$ cat src/rtl/fenrp_pkg.sv
// fenrp_pkg: shared types and constants for the FEN record parser.
// No dependencies; imported by fen_record_parser.
`default_nettype none

package fenrp_pkg;

   // width of the halfmove / fullmove accumulators
   localparam int COUNT_BITS = 16;

   // result queue depth and its count width
   localparam int QDEPTH   = 4;
   localparam int QCNT_W   = $clog2(QDEPTH + 1);

   // result kinds
   localparam logic [1:0] KIND_CLEAR   = 2'd0;
   localparam logic [1:0] KIND_PIECE   = 2'd1;
   localparam logic [1:0] KIND_SUMMARY = 2'd2;

   // field indexes within a record
   localparam logic [2:0] FLD_BOARD  = 3'd0;
   localparam logic [2:0] FLD_SIDE   = 3'd1;
   localparam logic [2:0] FLD_CASTLE = 3'd2;
   localparam logic [2:0] FLD_EP     = 3'd3;
   localparam logic [2:0] FLD_HALF   = 3'd4;
   localparam logic [2:0] FLD_FULL   = 3'd5;
   localparam logic [2:0] FLD_MAX    = 3'd7;

   // valid_mask bits
   localparam int VB_BOARD  = 0;
   localparam int VB_SIDE   = 1;
   localparam int VB_CASTLE = 2;
   localparam int VB_EP     = 3;
   localparam int VB_HALF   = 4;
   localparam int VB_FULL   = 5;

   // number flag bits
   localparam int NF_DIGITS  = 0;
   localparam int NF_NEG     = 1;
   localparam int NF_BAD     = 2;
   localparam int NF_OVF     = 3;
   localparam int NF_STARTED = 4;

   // castle accumulator bits
   localparam int CB_WK  = 0;
   localparam int CB_WQ  = 1;
   localparam int CB_BK  = 2;
   localparam int CB_BQ  = 3;
   localparam int CB_BAD = 4;

   // characters
   localparam logic [7:0] CH_TAB   = 8'h09;
   localparam logic [7:0] CH_CR    = 8'h0D;
   localparam logic [7:0] CH_SPACE = 8'h20;
   localparam logic [7:0] CH_PLUS  = 8'h2B;
   localparam logic [7:0] CH_DASH  = 8'h2D;
   localparam logic [7:0] CH_SLASH = 8'h2F;
   localparam logic [7:0] CH_ZERO  = 8'h30;
   localparam logic [7:0] CH_ONE   = 8'h31;
   localparam logic [7:0] CH_EIGHT = 8'h38;
   localparam logic [7:0] CH_NINE  = 8'h39;
   localparam logic [7:0] CH_LA    = 8'h61;
   localparam logic [7:0] CH_LH    = 8'h68;
   localparam logic [7:0] CH_LW    = 8'h77;
   localparam logic [7:0] CH_UP_P  = 8'h50;
   localparam logic [7:0] CH_UP_N  = 8'h4E;
   localparam logic [7:0] CH_UP_B  = 8'h42;
   localparam logic [7:0] CH_UP_R  = 8'h52;
   localparam logic [7:0] CH_UP_Q  = 8'h51;
   localparam logic [7:0] CH_UP_K  = 8'h4B;
   localparam logic [7:0] CH_LO_P  = 8'h70;
   localparam logic [7:0] CH_LO_N  = 8'h6E;
   localparam logic [7:0] CH_LO_B  = 8'h62;
   localparam logic [7:0] CH_LO_R  = 8'h72;
   localparam logic [7:0] CH_LO_Q  = 8'h71;
   localparam logic [7:0] CH_LO_K  = 8'h6B;

   // piece codes
   localparam logic [3:0] PC_WP = 4'd0;
   localparam logic [3:0] PC_WN = 4'd1;
   localparam logic [3:0] PC_WB = 4'd2;
   localparam logic [3:0] PC_WR = 4'd3;
   localparam logic [3:0] PC_WQ = 4'd4;
   localparam logic [3:0] PC_WK = 4'd5;
   localparam logic [3:0] PC_BP = 4'd6;
   localparam logic [3:0] PC_BN = 4'd7;
   localparam logic [3:0] PC_BB = 4'd8;
   localparam logic [3:0] PC_BR = 4'd9;
   localparam logic [3:0] PC_BQ = 4'd10;
   localparam logic [3:0] PC_BK = 4'd11;

   typedef struct packed {
      logic [7:0] char_code;
      logic       end_of_record;
   } req_type;

   typedef struct packed {
      logic [1:0]  result_kind;
      logic [2:0]  square_rank;
      logic [2:0]  square_file;
      logic [3:0]  piece_code;
      logic [5:0]  valid_mask;
      logic        side_black;
      logic [3:0]  castle_bits;
      logic        en_passant_set;
      logic [15:0] halfmove_count;
      logic [15:0] fullmove_count;
      logic        last;
   } rsp_type;

   // per-record parse state
   typedef struct packed {
      logic                  in_record;
      logic [2:0]            field_index;
      logic [3:0]            rank_index;
      logic [3:0]            file_count;
      logic                  board_bad;
      logic                  slash_pending;
      logic [1:0]            field_length;
      logic [7:0]            first_char;
      logic [7:0]            second_char;
      logic [4:0]            castle_acc;
      logic [COUNT_BITS-1:0] number_acc;
      logic [4:0]            number_flags;
      logic [5:0]            valid_acc;
      logic [COUNT_BITS-1:0] halfmove_hold;
      logic                  side_hold;
   } pst_type;

endpackage

`default_nettype wire

$ cat src/rtl/fen_record_parser.sv
// fen_record_parser: streaming FEN line parser, one byte per word.
// Depends on fenrp_pkg (types, character and field constants).
//
//   channel  direction  payload   handshake
//   req      in         req_type  req_valid / req_ready
//   rsp      out        rsp_type  rsp_valid / rsp_ready
//
// Each accepted byte updates the parse state and pushes 0..3
// results into a 4-entry result queue; rsp is driven from the queue head.
// Throughput is one byte per cycle while each byte yields at most one result
// and rsp keeps up; req_ready drops while two or more results are queued.
// Results are written into the registered queue when their byte is accepted.
// Synchronous active-high reset clears parse state and empties the queue.
`default_nettype none

module fen_record_parser
   import fenrp_pkg::*;
(
   input  wire logic    clock,
   input  wire logic    reset,
   input  wire logic    req_valid,
   output      logic    req_ready,
   input  wire req_type req_data,
   output      logic    rsp_valid,
   input  wire logic    rsp_ready,
   output      rsp_type rsp_data
);

   pst_type            st_ff, st_in, st;
   rsp_type            q_ff [QDEPTH];
   rsp_type            q_in [QDEPTH];
   logic [QCNT_W-1:0]  cnt_ff, cnt_in;
   logic [QCNT_W-1:0]  base, off;

   rsp_type            clr_res, pc_res, sm_res;
   rsp_type            res [3];
   logic               clr_v, pc_v, sm_v;
   logic [1:0]         n_res;
   logic               fire, pop;

   logic [7:0]         c;
   logic [1:0]         len;
   logic [4:0]         pinfo;
   logic [4:0]         fsum;
   logic [3:0]         tokens;

   // {valid, code}
   function automatic logic [4:0] piece_of(logic [7:0] ch);
      logic [4:0] r;
      r = '0;
      case (ch)
         CH_UP_P: r = {1'b1, PC_WP};
         CH_UP_N: r = {1'b1, PC_WN};
         CH_UP_B: r = {1'b1, PC_WB};
         CH_UP_R: r = {1'b1, PC_WR};
         CH_UP_Q: r = {1'b1, PC_WQ};
         CH_UP_K: r = {1'b1, PC_WK};
         CH_LO_P: r = {1'b1, PC_BP};
         CH_LO_N: r = {1'b1, PC_BN};
         CH_LO_B: r = {1'b1, PC_BB};
         CH_LO_R: r = {1'b1, PC_BR};
         CH_LO_Q: r = {1'b1, PC_BQ};
         CH_LO_K: r = {1'b1, PC_BK};
         default: r = '0;
      endcase
      return r;
   endfunction

   function automatic logic number_ok(pst_type s, logic need_one);
      logic ok;
      ok = s.number_flags[NF_DIGITS] && !s.number_flags[NF_OVF];
      if (s.number_flags[NF_NEG] && s.number_acc != '0) ok = 1'b0;
      if (need_one && s.number_acc == '0) ok = 1'b0;
      return ok;
   endfunction

   function automatic pst_type number_char(pst_type s, logic [7:0] ch);
      logic                  digit, take;
      logic [COUNT_BITS+3:0] wide, prod;
      digit = (ch >= CH_ZERO) && (ch <= CH_NINE);
      take  = 1'b0;
      wide  = {4'b0, s.number_acc};
      prod  = (wide << 3) + (wide << 1) + (COUNT_BITS+4)'(ch[3:0]);
      if (!s.number_flags[NF_BAD]) begin
         if (!s.number_flags[NF_STARTED]) begin
            // leading blanks, then an optional sign
            if (ch >= CH_TAB && ch <= CH_CR) begin
               take = 1'b0;
            end else if (ch == CH_PLUS || ch == CH_DASH) begin
               s.number_flags[NF_STARTED] = 1'b1;
               if (ch == CH_DASH) s.number_flags[NF_NEG] = 1'b1;
            end else if (!digit) begin
               s.number_flags[NF_BAD] = 1'b1;
            end else begin
               s.number_flags[NF_STARTED] = 1'b1;
               take = 1'b1;
            end
         end else if (!digit) begin
            s.number_flags[NF_BAD] = 1'b1;
         end else begin
            take = 1'b1;
         end
      end
      if (take) begin
         s.number_flags[NF_DIGITS] = 1'b1;
         if (!s.number_flags[NF_OVF]) begin
            s.number_acc = prod[COUNT_BITS-1:0];
            if (prod[COUNT_BITS+3:COUNT_BITS] != '0) s.number_flags[NF_OVF] = 1'b1;
         end
      end
      return s;
   endfunction

   function automatic pst_type finish_field(pst_type s);
      logic ok;
      ok = 1'b0;
      case (s.field_index)
         FLD_BOARD: begin
            ok = !s.board_bad &&
                 ((s.slash_pending && s.rank_index == 4'd8) ||
                  (!s.slash_pending && s.rank_index == 4'd7 && s.file_count == 4'd8));
            s.valid_acc[VB_BOARD] = ok;
         end
         FLD_SIDE: begin
            ok = s.field_length == 2'd1 &&
                 (s.first_char == CH_LW || s.first_char == CH_LO_B);
            s.side_hold = ok && s.first_char == CH_LO_B;
            s.valid_acc[VB_SIDE] = ok;
         end
         FLD_CASTLE: begin
            s.valid_acc[VB_CASTLE] = !s.castle_acc[CB_BAD];
         end
         FLD_EP: begin
            ok = (s.field_length == 2'd1 && s.first_char == CH_DASH) ||
                 (s.field_length == 2'd2 &&
                  s.first_char >= CH_LA && s.first_char <= CH_LH &&
                  s.second_char >= CH_ONE && s.second_char <= CH_EIGHT);
            s.valid_acc[VB_EP] = ok;
         end
         FLD_HALF: begin
            ok = number_ok(s, 1'b0);
            s.halfmove_hold = ok ? s.number_acc : '0;
            s.valid_acc[VB_HALF] = ok;
         end
         FLD_FULL: begin
            s.valid_acc[VB_FULL] = number_ok(s, 1'b1);
         end
         default: begin
            ok = 1'b0;
         end
      endcase
      return s;
   endfunction

   assign fire      = req_valid && req_ready;
   assign pop       = rsp_valid && rsp_ready;
   assign req_ready = cnt_ff < QCNT_W'(2);
   assign rsp_valid = cnt_ff != '0;
   assign rsp_data  = q_ff[0];
   assign c         = req_data.char_code;

   // parse step for one byte
   always_comb begin
      st      = st_ff;
      clr_v   = 1'b0;
      pc_v    = 1'b0;
      sm_v    = 1'b0;
      clr_res = '0;
      pc_res  = '0;
      sm_res  = '0;
      len     = '0;
      pinfo   = piece_of(c);
      fsum    = '0;
      tokens  = '0;

      if (!st.in_record) begin
         st           = '0;
         st.in_record = 1'b1;
         clr_v        = 1'b1;
         clr_res.result_kind = KIND_CLEAR;
      end

      if (c == CH_SPACE) begin
         st = finish_field(st);
         if (st.field_index != FLD_MAX) st.field_index = st.field_index + 3'd1;
         st.field_length = '0;
         if (st.field_index == FLD_CASTLE) st.castle_acc = '0;
         if (st.field_index == FLD_HALF || st.field_index == FLD_FULL) begin
            st.number_acc   = '0;
            st.number_flags = '0;
         end
      end else begin
         len = st.field_length;
         if (st.field_length != 2'd3) st.field_length = st.field_length + 2'd1;
         case (st.field_index)
            FLD_BOARD: begin
               if (c == CH_SLASH) begin
                  if (st.rank_index >= 4'd8 || st.file_count != 4'd8) st.board_bad = 1'b1;
                  if (st.rank_index < 4'd8) st.rank_index = st.rank_index + 4'd1;
                  st.file_count    = '0;
                  st.slash_pending = 1'b1;
               end else begin
                  st.slash_pending = 1'b0;
                  if (c >= CH_ONE && c <= CH_EIGHT) begin
                     fsum = {1'b0, st.file_count} + {1'b0, c[3:0]};
                     if (st.rank_index >= 4'd8 || fsum > 5'd8) st.board_bad = 1'b1;
                     else st.file_count = fsum[3:0];
                  end else if (!pinfo[4] || st.rank_index >= 4'd8 ||
                               st.file_count >= 4'd8) begin
                     st.board_bad = 1'b1;
                  end else if (st.board_bad) begin
                     // board already rejected: keep counting, emit nothing
                     st.file_count = st.file_count + 4'd1;
                  end else begin
                     pc_v                = 1'b1;
                     pc_res.result_kind  = KIND_PIECE;
                     pc_res.square_rank  = ~st.rank_index[2:0];
                     pc_res.square_file  = st.file_count[2:0];
                     pc_res.piece_code   = pinfo[3:0];
                     st.file_count       = st.file_count + 4'd1;
                  end
               end
            end
            FLD_SIDE: begin
               if (len == 2'd0) st.first_char = c;
            end
            FLD_CASTLE: begin
               priority if (c == CH_UP_K) st.castle_acc[CB_WK] = 1'b1;
               else if (c == CH_UP_Q)     st.castle_acc[CB_WQ] = 1'b1;
               else if (c == CH_LO_K)     st.castle_acc[CB_BK] = 1'b1;
               else if (c == CH_LO_Q)     st.castle_acc[CB_BQ] = 1'b1;
               else if (c != CH_DASH)     st.castle_acc[CB_BAD] = 1'b1;
               else                       st.castle_acc = st.castle_acc;
            end
            FLD_EP: begin
               if (len == 2'd0) st.first_char = c;
               else if (len == 2'd1) st.second_char = c;
            end
            FLD_HALF, FLD_FULL: begin
               st = number_char(st, c);
            end
            default: begin
               st = st;
            end
         endcase
      end

      if (req_data.end_of_record) begin
         st     = finish_field(st);
         tokens = {1'b0, st.field_index} + {3'b0, st.field_length != 2'd0};
         sm_v   = 1'b1;
         sm_res.result_kind = KIND_SUMMARY;
         if (st.valid_acc[VB_BOARD] && tokens >= 4'd6) begin
            sm_res.valid_mask  = st.valid_acc;
            sm_res.side_black  = st.side_hold;
            sm_res.castle_bits = st.valid_acc[VB_CASTLE] ? st.castle_acc[3:0] : 4'd0;
            if (st.valid_acc[VB_EP] && st.first_char != CH_DASH) begin
               sm_res.square_rank    = 3'(st.second_char - CH_ONE);
               sm_res.square_file    = 3'(st.first_char - CH_LA);
               sm_res.en_passant_set = 1'b1;
            end
            sm_res.halfmove_count = 16'(st.halfmove_hold);
            sm_res.fullmove_count = st.valid_acc[VB_FULL] ? 16'(st.number_acc) : 16'd0;
         end else begin
            sm_res.valid_mask = {5'b0, st.valid_acc[VB_BOARD]};
         end
         st.in_record = 1'b0;
      end

      clr_res.last = !pc_v && !sm_v;
      pc_res.last  = !sm_v;
      sm_res.last  = 1'b1;
   end

   // pack present results in order
   always_comb begin
      n_res  = {1'b0, clr_v} + {1'b0, pc_v} + {1'b0, sm_v};
      res[0] = clr_v ? clr_res : (pc_v ? pc_res : sm_res);
      res[1] = (clr_v && pc_v) ? pc_res : sm_res;
      res[2] = sm_res;
   end

   // result queue: head at entry 0, shift on pop, append behind
   always_comb begin
      base = cnt_ff - QCNT_W'(pop);
      off  = '0;
      for (int i = 0; i < QDEPTH - 1; i++) begin
         q_in[i] = pop ? q_ff[i+1] : q_ff[i];
      end
      q_in[QDEPTH-1] = q_ff[QDEPTH-1];
      for (int i = 0; i < QDEPTH; i++) begin
         off = QCNT_W'(i) - base;
         if (fire && QCNT_W'(i) >= base && off < QCNT_W'(n_res)) begin
            q_in[i] = res[off[1:0]];
         end
      end
      cnt_in = base + (fire ? QCNT_W'(n_res) : QCNT_W'(0));
      st_in  = fire ? st : st_ff;
   end

   always_ff @(posedge clock) begin
      if (reset) begin
         st_ff  <= '0;
         cnt_ff <= '0;
      end else begin
         st_ff  <= st_in;
         cnt_ff <= cnt_in;
      end
   end

   always_ff @(posedge clock) begin
      for (int i = 0; i < QDEPTH; i++) begin
         q_ff[i] <= q_in[i];
      end
   end

`ifndef ASSERT_OFF
   a_cnt_bound: assert property (@(posedge clock) disable iff (reset)
      cnt_ff <= QCNT_W'(QDEPTH))
      else $error("result queue count out of range");

   a_end_closes: assert property (@(posedge clock) disable iff (reset)
      fire && req_data.end_of_record |=> !st_ff.in_record)
      else $error("record still open after end byte");

   a_clear_queued: assert property (@(posedge clock) disable iff (reset)
      fire && !st_ff.in_record |=> cnt_ff != '0)
      else $error("first byte of record queued no clear result");

   a_piece_code: assert property (@(posedge clock) disable iff (reset)
      rsp_valid && rsp_data.result_kind == KIND_PIECE |-> rsp_data.piece_code <= PC_BK)
      else $error("piece result with bad piece code");
`endif

endmodule

`default_nettype wire

$ cat config.mk
export PLATFORM = sky130hd
export DESIGN_NAME = fen_record_parser
export DESIGN_NICKNAME = d
export VERILOG_FILES = /design/src/rtl/fenrp_pkg.sv /design/src/rtl/fen_record_parser.sv
export SDC_FILE = /design/constraint.sdc
export NUM_CORES = 1
export LEC_CHECK = 0
export ABC_AREA = 1
export BUFFER_PORTS_ARGS = -buffer_cell sky130_fd_sc_hd__buf_2
export CORE_MARGIN = 8
export CORE_UTILIZATION = 50
export CTS_CLUSTER_DIAMETER = 40
export CTS_CLUSTER_SIZE = 28
export DETAILED_ROUTE_END_ITERATION = 10
export PLACE_DENSITY = 0.67
export SYNTH_ARGS = -nofsm -noshare
export SYNTH_HDL_FRONTEND = slang
export SYNTH_SLANG_ARGS = --single-unit
$ cat constraint.sdc
create_clock -name clock -period 24.8 [get_ports clock]
set_clock_uncertainty 0.2 [all_clocks]
set_input_delay 4.96 -clock clock [delete_from_list [all_inputs] [get_ports clock]]
set_output_delay 4.96 -clock clock [all_outputs]
set_load 0.02 [all_outputs]
# Word-level counts from Yosys, hierarchy flattened
# Memory sizes are Yosys's and may differ from the RTL's.
# Index checks and enable logic that the tools add are counted.
[totals] register_bits=84 mem_bits_rw=228 inputBits=13 output_inout_bits=59 word_cells=336 memories=1
[classes] add_sub_neg=18 n_lt_le_gt_ge=32 n_eq_ne=50 n_mux=136 bitwise=5 n_reduce_logical=78
[memory_table] name="q_ff" words=4 word_bits=57 read_ports=4 rd_ports_with_merged_regs=0 wr=4 line="fen_record_parser.sv:30" source="rsp_type q_ff [QDEPTH];"
[ops] op="57-bit two-way mux" count=18
[ops] op="57-bit binary-select mux with 2-bit select" count=4
[ops] op="80-bit two-way mux" count=2
[ops] op="8-bit by 7-bit equality test with 1-bit output (second input constant)" count=16
[ops] op="16-bit two-way mux" count=7
[ops] op="44-bit two-way mux" count=2
[ops] op="81-bit two-way mux" count=1
[ops] op="11-bit two-way mux" count=6
[ops] op="1-bit two-way mux" count=65
[ops] op="5-bit one-hot mux with 12 select lines" count=1
[ops] op="8-bit by 6-bit equality test with 1-bit output (second input constant)" count=6
[ops] op="8-bit two-way mux" count=6
[ops] op="1-bit logical AND" count=43
[ops] op="38-bit two-way mux" count=1
[ops] op="8-bit by 6-bit greater-or-equal comparator with 1-bit output (second input constant)" count=4
[ops] op="8-bit by 6-bit less-or-equal comparator with 1-bit output (second input constant)" count=4
[ops] op="16-bit zero test" count=2
[ops] op="16-bit nonzero test" count=2
[ops] op="4-bit two-way mux" count=6
[ops] op="6-bit two-way mux" count=4
[ops] op="21-bit two-way mux" count=1
[ops] op="19-bit by 17-bit adder with 20-bit output" count=1
[ops] op="20-bit by 4-bit adder with 20-bit output" count=1
[ops] op="3-bit equality test (second input constant)" count=6
[ops] op="other kinds (49)" count=110

# Depth between registers and ports, before layout
# Gate-level depths: netlist of the first run.
[logic_depth] depth_word=30 mapped_depth=31 depth_no_buf=28

# Least setup slack after synthesis of the first run
# Ideal clock, no wire load.
[synth_timing] path_type="input to register" from="input port req_data[4] (netlist name)" to="memory q_ff[3][0] (netlist name), enable pin" setup_time_ns=0.542 arrival_time_ns=10.726 t_required_ns=24.058 setup_slack_ns=13.332 path_stages=15 cell_sequence="buf_2 inv_2 nand2_1 nor2_1 nand2_1 nand2_1 nor2_1 nand3_2 nand3_2 inv_2 nand3_4 fa_1 ha_1 o21ai_0 nor3_1"
[synth_rtl] element="start: declaration" line="fen_record_parser.sv:23" source="input wire req_type req_data,"
[synth_rtl] element="end: declaration" line="fen_record_parser.sv:30"

==> out/qor.yml, run 1 <==
status:
  status: "complete, no violations"
clock_tree:
  cts.sinks: 312
  cts_root_buffer: "clkbuf_16"
  htree_levels: 2
  ctsResizeCount: 0
  worstSkewPairLatency_ns: 0.59
  cts_tree: "built"
  cts_setup_buffers: 0
  cts_made_buffers: 50
  clk_path_buf_depth: 3
  cts_hold_buf: 0
  clkSlewWorstSetupHoldPaths_ns: 0.06
critical_path:
  r2r_start: "st_ff[80]$_SDFFE_PP0P_"
  critPathLaunchType: "primary input"
  crit_path_start: "req_data[2]"
  timing.setup.critical_path_class: "primary input to flip-flop"
  crit_path_cell_trace: "buf_2, nand2_1, nor2_1, nand2_1, nand2_1, nor2_1, nand3_2, nand3_2, inv_2, nand3_4, fa_1, ha_1, o21ai_0, nand2_2, buf_4, inv_1, nand2_1, inv_1, a21oi_2, buf_4, inv_1, a32o_1"
  critPathTopFamily: "buffers and inverters"
  cp.arrival_ns: 10.26
  path_buf_inv: 7
  end_kind: "flip-flop"
  path_max_fanout: 59
  critical_path.slowest_cell: "a21oi_2"
  max_stage_delay_ns: 0.80
  critPathRequiredTime_ns: 24.95
  crit_top_cell: "nand2_1"
synthesis:
  syn_nets: 2464
  ys_seq_area_share_pct: 44.64
  yosys.area.top_type: "edfxtp_1"
  yosysUniqueCellTypes: 51
  syn_inst: 2382
  synth_area_leaders: "edfxtp_1, nand2_1, dfxtp_1"
  synth_area_sq_um: 19100
  synth-seq-cells: 312
  syn_avg_cell_area_sq_um: 8.020
  yosys_warnings: 0
  synth_top_area_share_pct: 35.84
sta:
  hold_viol_final: 0
  period_minus_slack_ns: 10.11
  slew_violations: 0
  fmax_mhz: 98.88
  finalSetupViolCount: 0
  layout_setup_ws_ns: 14.69
  maxSlewHeadroom_pct: 22.15
  period_share_pct: 40.78
  tightest_slew_ns: 1.168
  rsz0062_at_grt: "no"
  worst_hold_slack_ns: 0.2772
  tns_ns: 0
layout:
  diodes: 0
  fill_cells: 3477
  layout-drive-gt1-share_pct: 13.74
  final_nets: 2493
  fin_cells: 2964
  syn_to_final_growth_pct: 12.28
die:
  floorplan.rows: 71
  die_w_um: 211.5
  core_region_area_sq_um: 37670
  start_util_pct: 50.72
  io_pins: 72
  dieHeight_um: 211.5
  dieArea_sq_um: 44720
drt:
  vias: 17082
  firstDrtPassIters: 6
  wl_um: 56900
  drt_iter0_drc: 1899
  viasPerCell: 5.763
  ant_nets: 0
  drc: 0
  routedWlPerCell_um: 19.20
power:
  leakagePower_nw: 9.363
  total_power_w: 0.002627
  ir_drop_uv: 75.43
  p_per_area_nw_per_um2: 122.5
place:
  dp_hpwl_um: 39100
  gp_congestion: 0.9399
  place_inst: 2870
  portBuffers: 71
  dp_slack_ns: 14.13
grt:
  grt.overflow.total: 0
  grt_usage_pct: 25.04
  grt_max_degree: 85
  grt_pass1_wl_um: 89920
  antenna_found_initial: 0
  grt_pass1_vias: 16158
hold_path:
  hold_path_class: "flip-flop to flip-flop"
  hold_path.startpoint: "st_ff[27]$_SDFFE_PP0P_"
flow_run:
  drv_cap: 0
[registers in the layout, indices dropped and copies added, names as in the netlist]
name,cells
q_ff,228
cnt_ff,3
st_ff,81
[synth_stat cells (all sizes together)]
cell    instances
o21bai          6
a21o            1
xor2           11
o31ai           2
a32o            1
nand2         575
nor3           24
edfxtp        228
ha             65
a221o           1
nor2          209
clkbuf         80
fa              4
xnor2           3
dfxtp          84
nand4          23
inv           247
or2            12
o21ai         329
and2            1
o22ai           3
o21a            4
nand3b          9
nand3         183
a31oi           5
buf            38
a22oi          56
o211ai         41
nor4            8
a21oi         123
clkinv          4
o41ai           2
[final timing paths]
check | endpoint | slack (ns) | cells past startpoint
hold reg to reg | st_ff[27]$_SDFFE_PP0P_ | 0.28 | 2
setup reg to reg | q_ff[0][5]$_DFFE_PP_ | 18.42 | 27
hold / removal | st_ff[27]$_SDFFE_PP0P_ | 0.28 | 2
setup / recovery | q_ff[1][33]$_DFFE_PP_ | 14.69 | 22
[where the power goes]
group | total, W | switching (W) | internal, W
clock | 0.000703 | 0.000288 | 0.000415
sequential | 0.000935 | 0.0000642 | 0.000870
combinational | 0.000989 | 0.000724 | 0.000265
total | 0.00263 | 0.00108 | 0.00155
[area by class of cell]
cell class / instances / area [sq um] / area share (%)
inverters: 251 / 943.4 / 4.398
multi-input cells: 1701 / 9096 / 42.41
well taps: 511 / 639.4 / 2.981
flip-flops and latches: 312 / 8529 / 39.76
clock buffers: 53 / 1294 / 6.031
clock inverters: 41 / 412.9 / 1.925
repair buffers: 95 / 535.5 / 2.496
[cells by family after synthesis]
| family | Yosys count | synth area share [%] |
|---|---|---|
| xor+xnor | 14 | 0.6418 |
| flops | 312 | 44.64 |
| compound gates | 574 | 16.96 |
| buf+inv | 369 | 7.859 |
| simple gates | 1044 | 25.23 |
| fa+ha+maj | 69 | 4.676 |
[worst reg2reg max path: cells and delay by family (launching register included)]
family,cells,cell delay (ns)
and+or+nand+nor,17,2.17
DFF,1,0.75
xor gates and xnor gates,1,0.29
buffers and inverters,3,1.29
adders and majority gates,2,0.65
AOI/OAI and AO/OA,4,0.72
[placed cells by master, fill, tap and decap left out, drive strengths merged]
cell / instances
nand2: 575
o21ai: 329
inv: 266
edfxtp: 228
nor2: 209
nand3: 183
a21oi: 123
buf: 95
dfxtp: 84
ha: 65
a22oi: 56
clkbuf: 53
o211ai: 41
nor3: 24
nand4: 23
clkinv: 19
or2: 12
xor2: 11
nand3b: 9
nor4: 8
o21bai: 6
a31oi: 5
clkinvlp: 5
o21a: 4
fa: 4
xnor2: 3
o22ai: 3
o41ai: 2
o31ai: 2
bufinv: 2
a21o: 1
a32o: 1
a221o: 1
and2: 1
[routing by layer]
metal / wire length, um / share of wire (%) / track usage, % / vias up
met5: 0 / 0 / 0 / -
met4: 2065 / 3.6 / 9.657 / 0
met3: 4905 / 8.6 / 4.185 / 117
met2: 25740 / 45 / 39.49 / 738
met1: 24180 / 43 / 34.15 / 8008
li1: - / - / - / 8219
[through the flow]
step	util [%]	cell area (sq um)
floorplan	-	19100
global placement	52.42	19740
detailed placement	52.42	19740
CTS	56.95	21450
global route	56.95	21450
finish	56.95	21450
Note: power is estimated with default switching activity, not from simulation.
==> run 2, diff against run 1 <==
--- a/config.mk
+++ b/config.mk
@@ -5,7 +5,7 @@
 export SDC_FILE = /design/constraint.sdc
 export NUM_CORES = 1
 export LEC_CHECK = 0
-export ABC_AREA = 1
+export ABC_AREA = 0
 export BUFFER_PORTS_ARGS = -buffer_cell sky130_fd_sc_hd__buf_2
 export CORE_MARGIN = 8
 export CORE_UTILIZATION = 50
==> constraint.sdc (replaced) <==
create_clock -name clock -period 10.15 [get_ports clock]
set_clock_uncertainty 0.2 [all_clocks]
set_input_delay 2.03 -clock clock [delete_from_list [all_inputs] [get_ports clock]]
set_output_delay 2.03 -clock clock [all_outputs]
set_load 0.02 [all_outputs]
==> out/qor.yml, run 2 <==
drt:
  ant_nets: 0  # unchanged
  firstDrtPassIters: 6  # unchanged
  viasPerCell: 6.285  # +9.1%
  drc: 0  # unchanged
  drt_iter0_drc: 1431  # -25%
  wl_um: 49730  # -13%
  vias: 15148  # -11%
  routedWlPerCell_um: 20.63  # +7.5%
sta:
  slew_violations: 0  # unchanged
  tns_ns: 0  # unchanged
  finalSetupViolCount: 0  # unchanged
  tightest_slew_ns: 1.205  # +0.03728 ns
  hold_viol_final: 0  # unchanged
  maxSlewHeadroom_pct: 19.52  # -2.6 points
  period_share_pct: 71.71
  period_minus_slack_ns: 7.278
  fmax_mhz: 137.4
  rsz0062_at_grt: "no"
synthesis:
  synth_edf_count: 228  # unchanged
  yosysUniqueCellTypes: 91  # +78%
  synth_flop_cell: "edfxtp_1"
  yosys.area_share.simple_pct: 18.55  # -6.7 points
  synth-seq-cells: 312  # unchanged
  syn_inst: 1900  # -20%
  synth_top_family_by_area: "compound AO/OA/AOI/OAI gates"
  syn_avg_cell_area_sq_um: 9.360  # +17%
  yosys.area.top_type: "edfxtp_1"
  synth_compound_area_share_pct: 22.82  # +5.9 points
  yosys_warnings: 0  # unchanged
  syn_nets: 1982  # -20%
  synth_area_sq_um: 17780  # -6.9%
  synthMuxAreaShare_pct: 0.5206  # +0.52 points
  netlist_top_cells_count: "nand2_1, edfxtp_1, nor2_1"
  synthXorXnorAreaFrac_pct: 0.9357  # +0.29 points
  synth_most_common_cell: "nand2_1"
  async_reset_ff_share_pct: 0  # unchanged
  synth_top_area_share_pct: 38.50  # +2.7 points
  synth_area_leaders: "edfxtp_1, dfxtp_1, nand2_1"
  ys_seq_area_share_pct: 47.95  # +3.3 points
  synth_adder_area_share_pct: 5.023  # +0.35 points
power:
  p_int_w: 0.003568  # +130%
  power_frac_clock_pct: 27.3  # +0.5 points
  leakagePower_nw: 7.588  # -19%
  p_comb_share_pct: 33.4  # -4.2 points
  ir_drop_uv: 245.9  # +230%
  pwr-share-seq_pct: 39.3  # +3.7 points
  p_sw_w: 0.002133  # +98%
  p_per_area_nw_per_um2: 286.2  # +130%
  p_sw_share_pct: 37.41  # -3.6 points
clock_tree:
  cts_tree: "built"
  cts_root_buffer: "clkbuf_16"
  cts_hold_buf: 0  # unchanged
  worstSkewPairLatency_ns: 0.57  # -0.02 ns
  ctsResizeCount: 0  # unchanged
  clkSlewWorstSetupHoldPaths_ns: 0.05  # about the same
  cts.sinks: 312  # unchanged
  cts_setup_buffers: 0  # unchanged
  cts_made_buffers: 44  # -12%
  htree_levels: 2  # unchanged
  clk_path_buf_depth: 3  # unchanged
critical_path:
  end_kind: "flip-flop"
  path_max_fanout: 39  # -34%
  critPathLaunchType: "primary input"
  path_buf_inv: 4  # -3
  critical_path.slowest_cell: "nor4bb_1"
  crit_path_start: "req_data[4]"
  critPathTopFamily: "simple AND/OR/NAND/NOR gates"
  crit_top_cell: "buf_4"
  cp.arrival_ns: 7.28  # -2.98 ns
  critPathRequiredTime_ns: 10.15  # -14.80 ns
  timing.setup.critical_path_class: "primary input to flip-flop"
  max_stage_delay_ns: 0.85  # +0.05 ns
  crit_path_cell_trace: "buf_2, nor4bb_1, a2111o_1, nand2_1, nor3_1, buf_4, inv_1, fa_1, ha_1, a21oi_1, nand3_2, nand2_2, buf_4"
  r2r_start: "st_ff[80]$_SDFFE_PP0P_"
die:
  start_util_pct: 50.37  # -0.35 points
  floorplan.rows: 69  # -2.8%
  dieHeight_um: 204.6  # -3.3%
  dieArea_sq_um: 41860  # -6.4%
  io_pins: 72  # unchanged
  die_w_um: 204.6  # -3.3%
  core_region_area_sq_um: 35310  # -6.3%
grt:
  grt_usage_pct: 23.37  # -1.7 points
  grt_max_degree: 83  # -2.4%
  grt_pass1_wl_um: 79310  # -12%
  grt_pass1_vias: 14333  # -11%
  grt.overflow.total: 0  # unchanged
  antenna_found_initial: 0  # unchanged
layout:
  layout-drive-gt1-share_pct: 11.03  # -2.7 points
  largestRegisters: "q_ff (228), st_ff (81), cnt_ff (3)"
  layout_common_cells: "nand2_1, edfxtp_1, nor2_1"
  fin_cells: 2410  # -19%
  fill_cells: 3094  # -11%
  multiInputGateArea_sq_um: 8552  # -6.0%
  diodes: 0  # unchanged
  final_common_cell: "nand2_1"
  regArea_sq_um: 8529  # unchanged
  final_nets: 1995  # -20%
  syn_to_final_growth_pct: 12.00
  max_flop_register: "q_ff"
  largest_reg_flops: 228  # unchanged
hold_path:
  hold_path_class: "flip-flop to flip-flop"
  hold_path.startpoint: "st_ff[19]$_SDFFE_PP0P_"
place:
  dp_hpwl_um: 35080  # -10%
  portBuffers: 71  # unchanged
  place_inst: 2328  # -19%
  gp_congestion: 0.9363  # -0.38%
status:
  status: "complete, no violations"
flow_run:
  drv_cap: 0  # unchanged
==> run 2: cell count changes in the layout (fill, tap and decap cells not counted), sizes merged, moves of 41 or more <==
cell,previous run,this run
a211oi,0,41
inv,266,66
nand2,575,265
nand3,183,36
o21ai,329,159
==> run 2: kinds of logic (layout without fill, tap and decap cells) <==
kind of cell / count (synthesis) / in the layout
xor gates and xnor gates: 19 / 19
and+or+nand+nor: 704 / 704
DFF: 312 / 312
AOI/OAI and AO/OA: 601 / 601
buffers and inverters: 186 / 235
adders and majority gates: 69 / 69
muxes: 9 / 9
==> run 2: through the flow <==
stage	area [sq um]	power, W	setup slack, ns	hold WS (ns)	util, %
floorplan	17780	0.003570	1.007	0.2497	-
global placement	18420	0.004100	2.600	0.2722	52.15
detailed placement	18420	0.004154	2.382	0.2798	52.15
CTS	19920	0.005721	2.955	0.2953	56.41
global route	19920	0.006027	2.444	0.3206	56.41
finish	19920	0.005700	2.872	0.2938	56.41
==> run 2: area by class of cell <==
cell class	instances	share of cell area (%)
well taps	461	2.896
inverters	57	1.074
clock inverters	35	1.960
clock buffers	47	5.585
multi-input cells	1402	42.94
repair buffers	96	2.726
flip-flops and latches	312	42.82
==> run 2: worst reg2reg max path, cell delays in order, from the launching register on <==
cell     delay (ns)
dfxtp_2        0.45
buf_4          0.36
buf_4          0.56
nand2_1        0.21
inv_1          0.11
ha_1           0.62
and2_1         0.30
nand2_1        0.08
a32oi_1        0.59
inv_2          0.16
ha_1           0.34
nand2_1        0.06
a311o_1        0.33
o21ai_0        0.12
a32o_1         0.21
a32oi_1        0.11
a21oi_1        0.63
and2_0         0.47
nand3_1        0.48
o21ai_0        0.34
==> run 2: final timing paths <==
| kind | slack (ns) | endpoint | depth (start not counted) |
|---|---|---|---|
| max | 2.87 | q_ff[2][45]$_DFFE_PP_ | 13 |
| min | 0.29 | st_ff[19]$_SDFFE_PP0P_ | 2 |
| max reg2reg | 3.26 | q_ff[0][17]$_DFFE_PP_ | 19 |
| min reg2reg | 0.29 | st_ff[19]$_SDFFE_PP0P_ | 2 |
==> run 2: power by group through the flow <==
stage                     combinational, W  clock, W  sequential [W]
after floorplan                    0.00117         0         0.00240
after global placement             0.00185         0         0.00225
after detailed placement           0.00189         0         0.00226
after CTS                          0.00190   0.00158         0.00224
after global routing               0.00211   0.00163         0.00228
final                              0.00190   0.00156         0.00224
==> run 2: metal layers <==
metal	track usage [%]	vias to the layer above	part of all wire (%)
met5	0	-	0
met4	7.611	0	2.3
met3	3.937	88	7.4
met2	35.56	570	44
met1	33.45	7326	46
li1	-	7164	-
